### src/rtl/adts_pkg.sv
// adts_pkg: shared types, status codes and rate table for the ADTS deframer
// used by adts_stream_deframer; no dependencies
package adts_pkg;

  localparam int unsigned SAMPLES_PER_FRAME_DEF = 1024;
  localparam int unsigned NUM_RATES             = 13;
  localparam int unsigned HDR_LEN               = 7;
  localparam logic [12:0] MAX_FRAME_RESET       = 13'd2048;

  localparam logic [7:0] SYNC_BYTE0  = 8'hFF;
  localparam logic [3:0] SYNC_NIBBLE = 4'hF;

  localparam logic [1:0] STATUS_OK     = 2'd0;
  localparam logic [1:0] STATUS_SYNC   = 2'd1;
  localparam logic [1:0] STATUS_FORMAT = 2'd2;

  localparam int unsigned RATE_HZ [NUM_RATES] = '{
    96000, 88200, 64000, 48000, 44100, 32000,
    24000, 22050, 16000, 12000, 11025, 8000, 7350
  };

  typedef struct packed {
    logic [7:0] data_byte;
    logic       stream_start;
    logic       stream_end;
  } in_t;

  typedef struct packed {
    logic [1:0]  status;
    logic [12:0] frame_bytes;
    logic [31:0] timestamp_ms;
    logic [3:0]  rate_index;
    logic [2:0]  channel_config;
    logic [31:0] frames_done;
    logic        is_last_frame;
  } out_t;

endpackage

### src/rtl/adts_stream_deframer.sv
// adts_stream_deframer: ADTS header parser and frame descriptor generator
// depends on adts_pkg (types, status codes, rate table)
//
//  channel | ports                         | direction | moves
//  --------+-------------------------------+-----------+--------------------------
//  input   | in_valid, in_ready, in_data   | in        | one stream byte a request
//  result  | out_valid, out_ready, out_data| out       | one frame descriptor
//  config  | cfg_we, cfg_wdata             | in        | max_frame_bytes write
//
// one byte is taken every cycle with in_ready high; state update and descriptor
// are formed in the cycle the byte is accepted and the descriptor shows up in the
// output register on the next cycle. in_ready drops only while a descriptor sits
// unread, and a single output register is the only buffer.
// reset is synchronous, active low; stream_start clears the stream state.
module adts_stream_deframer #(
  parameter int unsigned SAMPLES_PER_FRAME = adts_pkg::SAMPLES_PER_FRAME_DEF
) (
  input  logic              clk,
  input  logic              rst_n,
  input  logic              in_valid,
  output logic              in_ready,
  input  adts_pkg::in_t     in_data,
  output logic              out_valid,
  input  logic              out_ready,
  output adts_pkg::out_t    out_data,
  input  logic              cfg_we,
  input  logic [12:0]       cfg_wdata
);

  typedef enum logic [1:0] {
    PH_HEADER,
    PH_PAYLOAD,
    PH_HALT
  } phase_t;

  localparam int unsigned NUM = SAMPLES_PER_FRAME * 1000;

  // per-rate ms quotient and remainder of one frame, fixed at elaboration
  localparam logic [31:0] QUOT [adts_pkg::NUM_RATES] = '{
    32'(NUM / adts_pkg::RATE_HZ[0]),  32'(NUM / adts_pkg::RATE_HZ[1]),
    32'(NUM / adts_pkg::RATE_HZ[2]),  32'(NUM / adts_pkg::RATE_HZ[3]),
    32'(NUM / adts_pkg::RATE_HZ[4]),  32'(NUM / adts_pkg::RATE_HZ[5]),
    32'(NUM / adts_pkg::RATE_HZ[6]),  32'(NUM / adts_pkg::RATE_HZ[7]),
    32'(NUM / adts_pkg::RATE_HZ[8]),  32'(NUM / adts_pkg::RATE_HZ[9]),
    32'(NUM / adts_pkg::RATE_HZ[10]), 32'(NUM / adts_pkg::RATE_HZ[11]),
    32'(NUM / adts_pkg::RATE_HZ[12])
  };
  localparam logic [16:0] REM [adts_pkg::NUM_RATES] = '{
    17'(NUM % adts_pkg::RATE_HZ[0]),  17'(NUM % adts_pkg::RATE_HZ[1]),
    17'(NUM % adts_pkg::RATE_HZ[2]),  17'(NUM % adts_pkg::RATE_HZ[3]),
    17'(NUM % adts_pkg::RATE_HZ[4]),  17'(NUM % adts_pkg::RATE_HZ[5]),
    17'(NUM % adts_pkg::RATE_HZ[6]),  17'(NUM % adts_pkg::RATE_HZ[7]),
    17'(NUM % adts_pkg::RATE_HZ[8]),  17'(NUM % adts_pkg::RATE_HZ[9]),
    17'(NUM % adts_pkg::RATE_HZ[10]), 17'(NUM % adts_pkg::RATE_HZ[11]),
    17'(NUM % adts_pkg::RATE_HZ[12])
  };

  phase_t         phase_r, phase_nxt;
  logic [2:0]     hpos_r, hpos_nxt;
  logic [7:0]     hstore_r [6];
  logic [12:0]    pleft_r, pleft_nxt;
  logic [12:0]    clen_r, clen_nxt;
  logic           fknown_r, fknown_nxt;
  logic [3:0]     srate_r, srate_nxt;
  logic [2:0]     schan_r, schan_nxt;
  logic [31:0]    fcnt_r, fcnt_nxt;
  logic [31:0]    tms_r, tms_nxt;
  logic [16:0]    trem_r, trem_nxt;
  logic [12:0]    maxlen_r;
  logic           out_valid_r, out_valid_nxt;
  adts_pkg::out_t out_r, out_nxt;

  logic           acc;
  logic           hs_we;
  logic           res_vld;
  adts_pkg::out_t res;

  // cleared view of state when stream_start is set
  phase_t         ph;
  logic [2:0]     pos;
  logic [12:0]    pl;
  logic           fk;
  logic [3:0]     rt;
  logic [2:0]     chn;
  logic [31:0]    cnt;
  logic [31:0]    tms;
  logic [16:0]    trem;

  logic [3:0]     hdr_ri;
  logic [2:0]     hdr_ch;
  logic [12:0]    hdr_len;
  logic           sync_ok;
  logic [17:0]    rem_sum;
  logic [17:0]    rate_w;
  logic           eop;

  assign in_ready  = !out_valid_r || out_ready;
  assign acc       = in_valid && in_ready;
  assign out_valid = out_valid_r;
  assign out_data  = out_r;
  assign eop       = in_data.stream_end;

  assign hdr_ri  = hstore_r[2][5:2];
  assign hdr_ch  = {hstore_r[2][0], hstore_r[3][7:6]};
  assign hdr_len = {hstore_r[3][1:0], hstore_r[4], hstore_r[5][7:5]};
  assign sync_ok = (hstore_r[0] == adts_pkg::SYNC_BYTE0) &&
                   (hstore_r[1][7:4] == adts_pkg::SYNC_NIBBLE);

  always_comb begin
    ph   = in_data.stream_start ? PH_HEADER : phase_r;
    pos  = in_data.stream_start ? 3'd0      : hpos_r;
    pl   = in_data.stream_start ? 13'd0     : pleft_r;
    fk   = in_data.stream_start ? 1'b0      : fknown_r;
    rt   = in_data.stream_start ? 4'd0      : srate_r;
    chn  = in_data.stream_start ? 3'd0      : schan_r;
    cnt  = in_data.stream_start ? 32'd0     : fcnt_r;
    tms  = in_data.stream_start ? 32'd0     : tms_r;
    trem = in_data.stream_start ? 17'd0     : trem_r;

    phase_nxt  = ph;
    hpos_nxt   = pos;
    pleft_nxt  = pl;
    clen_nxt   = in_data.stream_start ? 13'd0 : clen_r;
    fknown_nxt = fk;
    srate_nxt  = rt;
    schan_nxt  = chn;
    fcnt_nxt   = cnt;
    tms_nxt    = tms;
    trem_nxt   = trem;
    hs_we      = 1'b0;
    res_vld    = 1'b0;
    rem_sum    = '0;
    rate_w     = '0;

    res                = '0;
    res.timestamp_ms   = tms;
    res.frames_done    = cnt;
    res.status         = adts_pkg::STATUS_SYNC;

    case (ph)
      PH_HEADER: begin
        if (pos < 3'd6) begin
          hs_we    = 1'b1;
          hpos_nxt = pos + 3'd1;
          if (eop) phase_nxt = PH_HALT;
        end else begin
          hpos_nxt = 3'd0;
          if (!sync_ok) begin
            res_vld    = 1'b1;
            res.status = adts_pkg::STATUS_SYNC;
            phase_nxt  = PH_HALT;
          end else if (!fk && (hdr_ri >= 4'(adts_pkg::NUM_RATES) || hdr_ch == 3'd0)) begin
            res_vld    = 1'b1;
            res.status = adts_pkg::STATUS_FORMAT;
            phase_nxt  = PH_HALT;
          end else begin
            if (!fk) begin
              srate_nxt  = hdr_ri;
              schan_nxt  = hdr_ch;
              fknown_nxt = 1'b1;
            end
            clen_nxt = hdr_len;
            if (hdr_len <= 13'(adts_pkg::HDR_LEN) || hdr_len > maxlen_r) begin
              res_vld    = 1'b1;
              res.status = adts_pkg::STATUS_SYNC;
              phase_nxt  = PH_HALT;
            end else begin
              pleft_nxt = hdr_len - 13'(adts_pkg::HDR_LEN);
              phase_nxt = eop ? PH_HALT : PH_PAYLOAD;
            end
          end
        end
        // error descriptors carry the format as it stands after this header
        res.rate_index     = srate_nxt;
        res.channel_config = schan_nxt;
      end
      PH_PAYLOAD: begin
        res.rate_index     = rt;
        res.channel_config = chn;
        if (pl > 13'd1) begin
          pleft_nxt = pl - 13'd1;
          if (eop) phase_nxt = PH_HALT;
        end else begin
          pleft_nxt         = 13'd0;
          res_vld           = 1'b1;
          res.status        = adts_pkg::STATUS_OK;
          res.frame_bytes   = clen_nxt;
          res.is_last_frame = eop;
          if (cnt != 32'hFFFF_FFFF) fcnt_nxt = cnt + 32'd1;
          if (eop) begin
            phase_nxt = PH_HALT;
          end else begin
            phase_nxt = PH_HEADER;
            hpos_nxt  = 3'd0;
            if (rt < 4'(adts_pkg::NUM_RATES)) begin
              rate_w  = 18'(adts_pkg::RATE_HZ[rt]);
              rem_sum = {1'b0, trem} + {1'b0, REM[rt]};
              tms_nxt = tms + QUOT[rt];
              if (rem_sum >= rate_w) begin
                rem_sum = rem_sum - rate_w;
                tms_nxt = tms_nxt + 32'd1;
              end
              trem_nxt = rem_sum[16:0];
            end
          end
        end
      end
      default: begin
        res.rate_index     = rt;
        res.channel_config = chn;
      end
    endcase

    if (acc) begin
      out_valid_nxt = res_vld;
      out_nxt       = res_vld ? res : out_r;
    end else begin
      out_valid_nxt = out_valid_r && !out_ready;
      out_nxt       = out_r;
    end
  end

  always_ff @(posedge clk) begin
    if (!rst_n) begin
      phase_r     <= PH_HEADER;
      hpos_r      <= 3'd0;
      pleft_r     <= 13'd0;
      clen_r      <= 13'd0;
      fknown_r    <= 1'b0;
      srate_r     <= 4'd0;
      schan_r     <= 3'd0;
      fcnt_r      <= 32'd0;
      tms_r       <= 32'd0;
      trem_r      <= 17'd0;
      maxlen_r    <= adts_pkg::MAX_FRAME_RESET;
      out_valid_r <= 1'b0;
    end else begin
      if (acc) begin
        phase_r  <= phase_nxt;
        hpos_r   <= hpos_nxt;
        pleft_r  <= pleft_nxt;
        clen_r   <= clen_nxt;
        fknown_r <= fknown_nxt;
        srate_r  <= srate_nxt;
        schan_r  <= schan_nxt;
        fcnt_r   <= fcnt_nxt;
        tms_r    <= tms_nxt;
        trem_r   <= trem_nxt;
      end
      if (cfg_we) maxlen_r <= cfg_wdata;
      out_valid_r <= out_valid_nxt;
    end
    out_r <= out_nxt;
  end

  // header bytes, no reset: always written before the parse reads them
  always_ff @(posedge clk) begin
    if (acc && hs_we) hstore_r[pos] <= in_data.data_byte;
  end

  a_payload_nonzero: assert property (@(posedge clk) disable iff (!rst_n)
    phase_r == PH_PAYLOAD |-> pleft_r != 13'd0)
    else $error("payload phase with nothing left to count");

  a_hpos_range: assert property (@(posedge clk) disable iff (!rst_n)
    hpos_r <= 3'd6)
    else $error("header position past seventh byte");

  a_format_valid: assert property (@(posedge clk) disable iff (!rst_n)
    fknown_r |-> (srate_r < 4'(adts_pkg::NUM_RATES) && schan_r != 3'd0))
    else $error("stored format out of range");

  a_error_halts: assert property (@(posedge clk) disable iff (!rst_n)
    acc && res_vld && res.status != adts_pkg::STATUS_OK |=> phase_r == PH_HALT)
    else $error("error descriptor did not halt the block");

  a_error_fields: assert property (@(posedge clk) disable iff (!rst_n)
    out_valid_r && out_r.status != adts_pkg::STATUS_OK |->
      out_r.frame_bytes == 13'd0 && !out_r.is_last_frame)
    else $error("error descriptor carries frame fields");

endmodule

### config.mk
export PLATFORM = sky130hd
export DESIGN_NAME = adts_stream_deframer
export DESIGN_NICKNAME = d
export VERILOG_FILES = /design/src/rtl/adts_pkg.sv /design/src/rtl/adts_stream_deframer.sv
export SDC_FILE = /design/constraint.sdc
export NUM_CORES = 1
export LEC_CHECK = 0
export BUFFER_PORTS_ARGS = -buffer_cell sky130_fd_sc_hd__buf_2
export CAP_MARGIN = 10
export CORE_AREA = 2 2 187 189
export DETAILED_ROUTE_END_ITERATION = 12
export DIE_AREA = 0 0 189 191
export PLACE_DENSITY = 0.72
export SKIP_CTS_REPAIR_TIMING = 1
export SYNTH_ARGS = -nofsm -noshare
export SYNTH_HDL_FRONTEND = slang
export SYNTH_SLANG_ARGS = --single-unit
### constraint.sdc
create_clock -name clk -period 7.2 [get_ports clk]
set_clock_uncertainty 0.1 [all_clocks]
set_input_delay 0.36 -clock clk [delete_from_list [all_inputs] [get_ports clk]]
set_output_delay 0.36 -clock clk [all_outputs]
set_load 0.01 [all_outputs]
==> key figures, run 1 <==
Critical path
  • Crit path largest cell delay: about 0.51 ns
  • Cell Chain, Critical Path: nand2_1 -> inv_1 -> ha_1 -> o21ai_0 -> o31ai_1 -> fa_1 -> a21oi_1 -> o31ai_4 -> a211oi_1 -> o21ai_0 -> a31o_2 -> a21oi_1 -> xnor2_1 -> ha_1 -> nand4_1 -> nor2_1 -> o31a_1 -> o31a_1 -> o311ai_2 -> nor4_4 -> a32oi_1 -> or4_1 -> a31oi_1
  • Crit-path slowest cell: a211oi_1
  • CP Class: flop to flop
  • R2R depth: 23
  • R2R Setup Slk: approximately 0.62 ns
  • Origin of the critical flop-to-flop path: srate_r[1]
  • Critical Path Fanout Max: 8
  • CP delay by family, top: compound AO/OA/AOI/OAI gates
  • R2R Path End: tms_r[20]
  • Worst EP arrival: a little under 7 ns
  • WP data required: 7.58 ns
  • CP endpoint kind: flop
  • CP Buf/Inv Count: 1
  • Critical path startpoint category: flop
  • Worst setup path startpoint: srate_r[1]

CTS
  • Worst skew pair latency: between 0.5 and 0.6 ns
  • Sink Count: 253
  • Max clock buf depth: 3
  • CTS buffer count: 28
  • CTS Root Cell: clkbuf_16
  • CTS tree: built
  • Reg clk slew, reported paths: 0.06 ns
  • H-tree depth: 1

Global routing
  • Antenna violations before repair: 1
  • First-pass GRT wire length: 62.9 mm
  • Vias in the first global route: 12100
  • Largest net degree at the start of global routing: between 80 and 90
  • Gr busiest metal: met2
  • GR Overflow Total: 0
  • Met1 GRT Util: 30.3%
  • Grt met2 use: 33.8%
  • Met3 Usage GRT: under 10%
  • Tot GR Track Use: 21.2%

STA
  • RSZ-0062 raised after global routing: no
  • Max Slew Vio Count: 0
  • Highest Clock Rate: 152 MHz
  • Sum of negative setup slack: 0 ns
  • Worst-margin pin slew: 1.03 ns
  • Post-layout min period: 6.58 ns
  • Tcrit/Tclk final: 91.3%
  • Relative slew margins: 31.4%
  • Setup Viol. Count Final: 0
  • Final hold violation count: 2
  • Tightest hold margin: -0.0300 ns

Power and ir drop
  • Flop pwr share: around 49%
  • Internal power: 2.42 mW
  • P_sw: around 0.71 mW
  • Worst IR drop on VDD: 0.198 mV
  • Sw Share: 22.8%
  • Leakage: 6.89 nW
  • PD cells: 181 nW/um^2
  • Logic pwr share: under 10%
  • Clock share of power: roughly 47%

Yosys
  • Largest cells by area after synthesis: edfxtp_1, dfxtp_1, ha_1
  • Syn Inst Count: 1673
  • Post-synth top flop: dfxtp_1
  • Yosys top cell area share: 23.7%
  • Post-synth ARST share: 0%
  • Average size of a mapped cell: 9.03 um^2
  • Unique masters post-synth: between 90 and 100
  • EDFF count, synth: 119
  • Seq/Total Area, Yosys: about two fifths
  • Synth Cell Area: about 15000 um^2
  • Cell taking the most area after synthesis: edfxtp_1
  • Synthesis-stage register bit count: between 200 and 300
  • Synth warnings: 0
  • Post-synth net total: 1772

Floorplan
  • Die Y: 191 um
  • DIE WIDTH: 189 um
  • Core Region: 34100 um^2
  • Core Rows: 68
  • Die Area: 36100 um^2
  • Top Ports: 117
  • Initial Util: about 44%

Placed design
  • PortBufs: about 120
  • Gp weighted congestion: between 0.9 and 1
  • Post-DP HPWL: around 28 mm

Route
  • Routed Antenna Nets: 0
  • # DRC: 0
  • Final Routed Wirelength: 39.9 mm
  • Drt first pass iters: 5
  • Initial DRC count: between 1000 and 1500
  • Vias post-DR: 13000
  • Via/cell ratio: just under 6
  • Routed len/inst: around 18 um

Worst hold path
  • Hold Path Cell Cnt: 3
  • Hold Path Origin: cfg_wdata[4]
  • Hold Path Class: input port to flop
  • Hold Path End: maxlen_r[4]

Layout
  • Register area: 6260 um^2
  • Ant diodes: 0
  • Layout cells sized above 1: 13.3%
  • Utilization after layout: 50.6%
  • Fillers: 3156
  • Final nets: 1876
  • Area added between synthesis and finish: 14.3%
  • Multi-input gate area: 8330 um^2

Run status
  • Violated checks: hold timing
  • Status: complete, but fails checks

Job
  • Maxcap violations: 0
per-stage QoR:
stage	total power [mW]	cells	instance area, um^2	hold slack [ns]	setup WS, ns
2_1_floorplan	1.63	1673	15100	0.317	0.689
3_3_place_gp	1.67	2183	16100	0.330	0.724
3_5_place_dp	1.68	2183	16100	0.337	0.584
4_1_cts	3.15	2235	17100	-0.0910	0.699
5_1_grt	3.23	2254	17300	0.00495	0.136
6_report	3.13	2254	17300	-0.0300	0.624
cells in the final DEF, fill, tap and decap left out, drive strengths merged, types with 51 or more instances in the layout:
master and instances:
nor2b 86, buf 140, edfxtp 119, o21ai 103, a21oi 79, nand2 167, xor2 51, ha 68
nor2 172, dfxtp 134
cells in the mapped netlist (39+ instances only):
library cell / n
nor2b_1: 84
a21oi_1: 78
dfxtp_1: 134
clkbuf_1: 68
a22oi_1: 43
inv_1: 45
o21ai_0: 97
ha_1: 68
nand3_1: 39
edfxtp_1: 119
nor3_1: 49
nand2_1: 166
xnor2_1: 49
xor2_1: 51
nor2_1: 172
final cells by class:
cell class                 count  share of cell area, %
clock buffer                  36                   4.65
clock inverter                16                  0.950
inverter                      48                   1.05
multi-input combinational   1287                   48.3
sequential                   253                   36.3
tap                          455                   3.30
timing repair buffer         159                   5.53
how the worst max path moves through the flow:
stage                      to  slack (ns)  cells past startpoint
detailed placement  tms_r[20]        0.58                     23
global route        tms_r[20]        0.14                     21
CTS                 tms_r[20]        0.70                     23
floorplan           tms_r[31]        0.69                     28
finish              tms_r[20]        0.62                     23
global placement    tms_r[20]        0.72                     22
power groups by stage:
stage / clock network [mW] / registers, mW / logic [mW]
after floorplan: 0 / 1.54 / 0.0888
after global placement: 0 / 1.55 / 0.127
after detailed placement: 0 / 1.55 / 0.130
after CTS: 1.51 / 1.52 / 0.130
after global routing: 1.56 / 1.52 / 0.154
final: 1.47 / 1.52 / 0.140
per-layer routing:
metal | up-vias | wire [um]
li1 | 6301 | -
met1 | 6166 | 18500
met2 | 462 | 17900
met3 | 62 | 2520
met4 | 2 | 932
met5 | - | 12
worst min-delay path, delay by kind of cell:
family        cells  cell delay, ns
mux               1            0.06
simple gates      1            0.07
buf+inv           1            0.08
kinds of logic (layout without fill, tap and decap cells):
group	Yosys count	in the layout	share of synthesized area, %
DFF	253	253	41.4
adders and majority gates	71	71	6.03
muxes	28	28	1.90
AOI/OAI and AO/OA	390	390	17.7
and+or+nand+nor	697	697	23.6
xor gates and xnor gates	101	101	5.91
buffers and inverters	133	259	3.45
sequential cells by signal, summed over array words and instances (netlist names):
| register | count |
|---|---|
| maxlen_r | 13 |
| srate_r | 4 |
| hstore_r | 32 |
| phase_r | 2 |
| hpos_r | 3 |
| out_data | 87 |
| schan_r | 3 |
| trem_r | 17 |
| pleft_r | 13 |
| tms_r | 32 |
| clen_r | 13 |
| out_valid | 1 |
| fcnt_r | 32 |
| fknown_r | 1 |
Note: power is estimated with default switching activity, not from simulation.
==> inputs of run 2 (changes only) <==
Settings changed: HOLD_SLACK_MARGIN set to 0.06.
==> key figures, run 2 (synthesis results as in run 1) <==
Critical path
  • Crit path largest cell delay: 0.52 ns (was 0.51 ns)
  • Critical Path Fanout Max: 8 (unchanged)
  • CP Buf/Inv Count: 1 (unchanged)
  • Worst EP arrival: 6.95 ns (about the same)
  • Crit-path slowest cell: a211oi_1 (unchanged)
  • WP data required: 7.58 ns (about the same)
  • Cell Chain, Critical Path: nand2_1 -> inv_1 -> ha_1 -> o21ai_0 -> o31ai_1 -> fa_1 -> a21oi_1 -> o31ai_4 -> a211oi_1 -> o21ai_0 -> a31o_2 -> a21oi_1 -> xnor2_1 -> ha_1 -> nand4_1 -> nor2_1 -> o31a_1 -> o31a_1 -> o311ai_2 -> nor4_4 -> a32oi_1 -> or4_1 -> a31oi_1 (unchanged)
  • CP Class: flop to flop (unchanged)
  • Critical path startpoint category: flop (unchanged)
  • CP endpoint kind: flop (unchanged)
  • CP delay by family, top: compound AO/OA/AOI/OAI gates (unchanged)

Placed design
  • Post-DP HPWL: 27.9 mm (unchanged)
  • PortBufs: 116 (unchanged)
  • Placed Area: 16100 um^2 (unchanged)
  • Gp weighted congestion: 0.976 (unchanged)

Floorplan
  • Core Region: 34100 um^2 (unchanged)
  • Die Area: 36100 um^2 (unchanged)
  • Die Y: 191 um (unchanged)
  • Core Rows: 68 (unchanged)
  • DIE WIDTH: 189 um (unchanged)
  • Initial Util: 44.3% (unchanged)
  • Top Ports: 117 (unchanged)

Power and ir drop
  • Worst IR drop on VDD: 0.198 mV (about the same)
  • PD cells: 181 nW/um^2 (about the same)
  • Leakage: 6.90 nW (was 6.89 nW)

Layout
  • Commonest non-fill, non-tap cell in the layout: nor2_1 (unchanged)
  • Layout cells sized above 1: 13.3% (about the same)
  • Most frequent cells in the layout: nor2_1, nand2_1, dfxtp_1 (unchanged)
  • Flip-flop count of the largest register after layout: 87 (unchanged)
  • Final Cell Area: 17300 um^2 (about the same)
  • Final nets: 1878 (was 1876)
  • Ant diodes: 0 (unchanged)
  • Area added between synthesis and finish: 14.4% (was 14.3%)

CTS
  • CTS Root Cell: clkbuf_16 (unchanged)
  • Reg clk slew, reported paths: 0.06 ns (about the same)
  • Max clock buf depth: 3 (unchanged)
  • CTS tree: built (unchanged)
  • Sink Count: 253 (unchanged)
  • H-tree depth: 1 (unchanged)
  • CTS buffer count: 28 (unchanged)
  • Worst skew pair latency: 0.55 ns (about the same)

STA
  • Post-layout min period: 6.57 ns (was 6.58 ns)
  • Max Slew Vio Count: 0 (unchanged)
  • Setup Viol. Count Final: 0 (unchanged)
  • Sum of negative setup slack: 0 ns (unchanged)
  • Final hold violation count: 0 (was 2)
  • Worst-margin pin slew: 1.03 ns (about the same)
  • RSZ-0062 raised after global routing: no (unchanged)
  • Highest Clock Rate: 152 MHz (about the same)
  • Relative slew margins: 31.5% (was 31.4%)
  • Tcrit/Tclk final: 91.3% (about the same)

Global routing
  • GR Overflow Total: 0 (unchanged)
  • Vias in the first global route: 12100 (unchanged)
  • First-pass GRT wire length: 62.9 mm (unchanged)
  • Tot GR Track Use: 21.2% (unchanged)
  • Antenna violations before repair: 1 (unchanged)
  • Largest net degree at the start of global routing: 88 (unchanged)

Route
  • Routed len/inst: 17.7 um (about the same)
  • Final Routed Wirelength: 39.9 mm (about the same)
  • Via/cell ratio: 5.78 (was 5.76)
  • Routed Antenna Nets: 0 (unchanged)
  • Initial DRC count: 1210 (was 1202)
  • # DRC: 0 (unchanged)
  • Vias post-DR: 13000 (about the same)
  • Drt first pass iters: 5 (unchanged)

Worst hold path
  • Hold Path Class: input port to flop (unchanged)

Job
  • Maxcap violations: 0 (unchanged)

Run status
  • Status: completed (was complete, but fails checks)
-- run 2: cell count changes in the layout (fill, tap and decap cells not counted), sizes merged --
| cell | change |
|---|---|
| dlygate4sd3 | +2 |
-- run 2: final timing paths --
check / to / from / depth (start not counted) / slack (ns)
hold / removal: out_valid / out_ready / 3 / 0.08
hold reg to reg: tms_r[21] / tms_r[21] / 2 / 0.35
setup / recovery: tms_r[20] / srate_r[1] / 23 / 0.63
setup reg to reg: tms_r[20] / srate_r[1] / 23 / 0.63
-- run 2: power breakdown --
| part | switching [mW] | internal, mW |
|---|---|---|
| registers | 0.00920 | 1.51 |
| logic | 0.0949 | 0.0456 |
| clock network | 0.611 | 0.865 |
| total | 0.715 | 2.42 |
-- run 2: worst reg2reg max path: stages, from the launching register on --
cell      delay, ns
dfxtp_1        0.38
nand2_1        0.22
inv_1          0.18
ha_1           0.26
o21ai_0        0.39
o31ai_1        0.22
fa_1           0.47
a21oi_1        0.29
o31ai_4        0.13
a211oi_1       0.52
o21ai_0        0.23
a31o_2         0.29
a21oi_1        0.17
xnor2_1        0.12
ha_1           0.35
nand4_1        0.10
nor2_1         0.18
o31a_1         0.19
o31a_1         0.21
o311ai_2       0.22
nor4_4         0.45
a32oi_1        0.20
or4_1          0.49
a31oi_1        0.16
-- run 2: stage by stage --
stage,utilization (%),total power [mW],hold slack (ns),worst slack (ns),std cells
final,50.6,3.13,0.0795,0.629,2256
after global routing,50.6,3.23,0.0848,0.136,2256
after CTS,50.0,3.15,-0.0910,0.699,2235
after detailed placement,47.2,1.68,0.337,0.584,2183
after global placement,47.2,1.67,0.330,0.724,2183
after floorplan,-,1.63,0.317,0.689,1673
-- run 2: routing by layer --
metal	vias up	track usage, %	share of wire (%)
li1	6303	-	-
met1	6251	30.3	46
met2	436	33.8	45
met3	53	2.46	6.3
met4	2	6.22	2.2
met5	-	0	0.030
-- run 2: final cells by class --
type / count / area (um^2)
Clock buffer: 36 / 802
Clock inverter: 16 / 164
Fill cell: 3154 / 16800
Inverter: 48 / 181
Multi-Input combinational cell: 1287 / 8330
Sequential cell: 253 / 6260
Tap cell: 455 / 569
Timing Repair Buffer: 161 / 973
